File: src/hdl/bti_ram.sv
// Generic RAM with one write port and two registered read ports, read-first.
module bti_ram #(
    parameter int WIDTH = 32,
    parameter int DEPTH = 64
) (
    input  logic                     clk,
    input  logic                     we,
    input  logic [$clog2(DEPTH)-1:0] waddr,
    input  logic [WIDTH-1:0]         wdata,
    input  logic                     re,
    input  logic [$clog2(DEPTH)-1:0] raddr_a,
    input  logic [$clog2(DEPTH)-1:0] raddr_b,
    output logic [WIDTH-1:0]         rdata_a,
    output logic [WIDTH-1:0]         rdata_b
);

    logic [WIDTH-1:0] mem_reg [DEPTH];
    logic [WIDTH-1:0] rdata_a_reg;
    logic [WIDTH-1:0] rdata_b_reg;

    // Storage and registered reads; a read in the same cycle as a write sees old data.
    always_ff @(posedge clk)
    begin
        if (we)
        begin
            mem_reg[waddr] <= wdata;
        end
        if (re)
        begin
            rdata_a_reg <= mem_reg[raddr_a];
            rdata_b_reg <= mem_reg[raddr_b];
        end
    end

    assign rdata_a = rdata_a_reg;
    assign rdata_b = rdata_b_reg;

endmodule

File: config.mk
export PLATFORM = sky130hd
export DESIGN_NAME = bti_ram
export DESIGN_NICKNAME = d
export VERILOG_FILES = /design/src/hdl/bti_ram.sv
export SDC_FILE = /design/constraint.sdc
export NUM_CORES = 2
export LEC_CHECK = 0
export BUFFER_PORTS_ARGS = -buffer_cell sky130_fd_sc_hd__clkbuf_2
export CORE_ASPECT_RATIO = 0.9
export CORE_MARGIN = 1
export CORE_UTILIZATION = 55
export DETAILED_ROUTE_END_ITERATION = 7
export GPL_TIMING_DRIVEN = 1
export PLACE_DENSITY_LB_ADDON = 0.12
export RECOVER_POWER = 100
export SYNTH_ARGS = -nofsm -noshare
export SYNTH_HDL_FRONTEND = slang
export SYNTH_SLANG_ARGS = --single-unit
File: constraint.sdc
create_clock -name clk -period 6.9 [get_ports clk]
set_clock_uncertainty 0.05 [all_clocks]
set_input_delay 0.69 -clock clk [delete_from_list [all_inputs] [get_ports clk]]
set_output_delay 0.69 -clock clk [all_outputs]
set_load 0.02 [all_outputs]
## Word-level counts from Yosys, hierarchy flattened

Memory sizes are Yosys's and may differ from the RTL's. A register that Yosys moved wholly into a read port is not among the register bits.
Cells that the tools add are included.

- Mux-type cells: 2

Operators with widths:

| operator | number |
|---|---|
| $mux 1 | 2 |

- Output and inout bits: 64
- Bits in registers: 0
- Bits of input ports: 53
- Bits in writable memories: 2048
- Logic and storage cells: 3
- Memories: 1

Memory list:

| name | words | width | rd ports | clocked after Yosys merged registers in | wr ports | line | source |
|---|---|---|---|---|---|---|---|
| mem_reg | 64 | 32 | 2 | 2 | 1 | 17 | `logic [WIDTH-1:0] mem_reg [DEPTH];` |

## Depth between registers and ports, before layout

- Word-level depth: 2
- Mapped depth: 10

## Worst setup path before layout

No wires, ideal clock.

- Path type: in2reg
- Start: in waddr[3]
- End: mem mem_reg[48][0], enable pin
- Buffers on the path: 1
- Path slack: 2969 ps
- Setup time: 461 ps
- Arrival: 3420 ps
- Cell stages on the path: 4
- Path through: clkbuf_1 nor2b_1 nand4b_1 nor3_1

RTL lines:

| what | line | source |
|---|---|---|
| from (decl) | 8 | `input logic [$clog2(DEPTH)-1:0] waddr,` |
| to (decl) | 17 |  |

No word-level cell before the write port.

## Worst setup path after layout

- Start: in waddr[1]
- End: mem mem_reg[63][9], enable pin

No word-level cell before the write port.

==> flow_metrics.env <==
export IMPL_drv_slew=4265
export IMPL_overflow=0
export IMPL_status="finished, violations left"
export IMPL_drt_iter0_markers=7900
export IMPL_cts_sinks=2112
export IMPL_cts_buffers=211
export IMPL_switching_share=0.228
export IMPL_grt_pass1_vias=52100
export IMPL_achievable_frequency_mhz=192
export IMPL_grt_max_degree=100
export IMPL_yosysUniqueCellTypes=37
export IMPL_ff2ff_path_depth=4
export IMPL_coreArea_um2=174000
export IMPL_start_util=0.554
export IMPL_critPathRequiredTime_ns=7.23
export IMPL_dieHeight_um=399
export IMPL_largest_reg_flops=2048
export IMPL_path_clk_slew_ns=0.06
export IMPL_final_hold_worst_slack_ns=0.451
export IMPL_min_delay_worst_endpoint="rdata_a[16]"
export IMPL_clk_path_buf_depth=3
export IMPL_worstSetupStartpointType="input port"
export IMPL_power_total_mw=28.0
export IMPL_pwr_share_seq=0.514
export IMPL_synth_area_per_cell_um2=21.8
export IMPL_fin_setup_tns_ns=0
export IMPL_async_flop_share=0
export IMPL_stdcell_area_um2=106000
export IMPL_worstReg2RegEnd="rdata_a[3]"
export IMPL_place_area_um2=100000
export IMPL_min_period_over_period=0.755
export IMPL_ir_drop_mv=0.279
export IMPL_routedWlPerCell_um=42.4
export IMPL_hold_viol_final=0
export IMPL_final_nets=4620
export IMPL_htreeDepth=4
export IMPL_r2r_setup_slack_ns=4.11
export IMPL_p_int_mw=21.6
export IMPL_maxCapViolations=116
export IMPL_vias=52600
export IMPL_ys_seq_area_frac=0.659
export IMPL_root_buffer="clkbuf_16"
export IMPL_ios=117
export IMPL_grt_pass1_wl_um=410000
export IMPL_drive_above_1_share=0.342
export IMPL_p_comb_frac=0.082
export IMPL_grt_setup_unrepaired="no"
export IMPL_insertion_delay_ns=0.84
export IMPL_p_per_area_nw_per_um2=263
export IMPL_die_area_um2=177000
export IMPL_finalCriticalPeriod_ns=5.21
export IMPL_synthFlopType="edfxtp_1"
export IMPL_p_clk_frac=0.404
export IMPL_antenna_found_initial=21
export IMPL_die_width_um=443
export IMPL_end_kind="register"
export IMPL_port_buffers=116
export IMPL_crit_fanout=21
export IMPL_viasPerCell=7.48
export IMPL_cts_resized=0
export IMPL_reg2reg_from="mem_reg[16][3]"
export IMPL_cp_data_arrival_time_ns=5.54
export IMPL_crit_type="in2reg"
export IMPL_setup_viol=0
export IMPL_relSlewSlack=-2.12
export IMPL_ctsHoldBuffers=0
export IMPL_yosys_register_bits=2112
export IMPL_synthCells=4412
export IMPL_synthesis_area_um2=96300
export IMPL_synth_edff_count=2112
export IMPL_leakagePower_nw=32.8
export IMPL_route_detailed_drc=0
export IMPL_grtUsageTotal=0.340
export IMPL_worstMarginPinSlew_ns=4.68
export IMPL_ant_nets=0
export IMPL_post_cts_setup_buffer_count=0
export IMPL_ys_warn_count=0
export IMPL_violations="max-capacitance violations, max-slew violations"
export IMPL_num_rows=145
export IMPL_hold_path_cell_count=2
export IMPL_dp_hpwl_um=164000
export IMPL_firstDrtPassIters=6
export IMPL_synth_nets=4465
export IMPL_min_from="raddr_a[4]"
export IMPL_areaGrowthSynthToFinish_pct=10.3
export IMPL_routed_wl_um=298000
export IMPL_min_path_type="in2reg"
export IMPL_gp_congestion=0.840
export IMPL_switchingPower_mw=6.37
export IMPL_cts_tree="yes"
==> critical path: stages <==
cell	delay (ns)
clkbuf_1	0.39
nand4_1	0.69
nor2_1	1.67
clkbuf_1	2.04
==> cells in the mapped netlist (2+ instances only) <==
| library cell | number | share of area |
|---|---|---|
| edfxtp_1 | 2112 | 0.66 |
| mux4_2 | 1124 | 0.26 |
| mux2i_1 | 204 | 0.021 |
| clkbuf_1 | 135 | 0.0053 |
| buf_2 | 121 | 0.0063 |
| nor2_1 | 94 | 0.0037 |
| nand2_1 | 93 | 0.0036 |
| a22oi_1 | 85 | 0.0066 |
| a21oi_1 | 58 | 0.0030 |
| o22ai_1 | 56 | 0.0036 |
| buf_4 | 55 | 0.0043 |
| mux2_2 | 36 | 0.0042 |
| o21ai_1 | 31 | 0.0016 |
| o211ai_1 | 27 | 0.0021 |
| buf_1 | 25 | 0.00097 |
| nor2b_1 | 19 | 0.0012 |
| o21ai_0 | 18 | 0.00094 |
| o221ai_1 | 16 | 0.0015 |
| a211oi_1 | 15 | 0.0012 |
| a221oi_1 | 13 | 0.0012 |
| buf_6 | 11 | 0.0013 |
| a32oi_1 | 9 | 0.00082 |
| nand3_1 | 9 | 0.00047 |
| o32a_1 | 9 | 0.00094 |
| nand2b_1 | 8 | 0.00052 |
| and2_1 | 6 | 0.00039 |
| nand3b_1 | 6 | 0.00047 |
| nor3_1 | 3 | 0.00016 |
| or2_2 | 3 | 0.00019 |
| nand4_1 | 2 | 0.00013 |
| or3_1 | 2 | 0.00013 |
| or3b_2 | 2 | 0.00018 |
==> layout make-up <==
cell class,count,area (um2)
inverter,1,3.75
sequential,2112,63400
antenna,10,25.0
clock inverter,135,1140
tap,2278,2850
clock buffer,250,5530
multi-input combinational,1952,31500
timing repair buffer,289,1820
fill,12000,67600
==> worst max path at each step <==
stage                     startpoint        endpoint  slack (ns)  depth (start not counted)
after global routing      raddr_b[0]     rdata_b[15]        1.62                          6
after global placement    raddr_b[0]     rdata_b[19]        2.59                          7
after detailed placement  raddr_b[1]     rdata_b[30]        2.58                          7
after CTS                 raddr_b[1]     rdata_b[30]        3.48                          7
after floorplan             waddr[3]  mem_reg[48][0]        2.97                          4
final                       waddr[1]  mem_reg[63][9]        1.69                          4
==> cell usage in the layout, fill, tap and decap left out, types with 46 or more instances in the layout <==
| master | instances |
|---|---|
| clkinv_1 | 60 |
| nor2_1 | 58 |
| mux2i_1 | 204 |
| clkinv_2 | 46 |
| clkbuf_16 | 216 |
| a22oi_1 | 85 |
| buf_4 | 59 |
| nand2_1 | 91 |
| mux4_2 | 1124 |
| edfxtp_1 | 2112 |
| clkbuf_1 | 203 |
| a21oi_1 | 58 |
| o22ai_1 | 56 |
==> metal layers <==
| layer | GRT usage | wire (um) |
|---|---|---|
| met1 | 0.491 | 111000 |
| met2 | 0.498 | 134000 |
| met3 | 0.111 | 42200 |
| met4 | 0.107 | 10000 |
| met5 | 0 | 91 |
==> metrics by stage <==
stage          std cells  worst slack, ns  utilization
6_report            7027             1.69        0.611
5_1_grt             7020             1.62        0.611
4_1_cts             7017             3.48        0.615
3_5_place_dp        6632             2.58        0.577
3_3_place_gp        6632             2.59        0.577
2_1_floorplan       4412             2.97            -
==> kinds of logic after synthesis <==
kind of cell | share of synthesized area
flip-flops | 0.659
AND/OR/NAND/NOR | 0.0113
AO/OA/AOI/OAI | 0.0238
multiplexers | 0.288
buffers and inverters | 0.0181
==> power groups by stage <==
stage               Combinational (mW)  Sequential [mW]  Clock, mW
floorplan                         1.36             14.6          0
global placement                  2.28             14.6          0
detailed placement                2.30             14.6          0
CTS                               2.30             14.3       11.4
global route                      2.40             14.4       11.8
finish                            2.31             14.4       11.3
No activity file was read; power rests on OpenSTA's default activity.
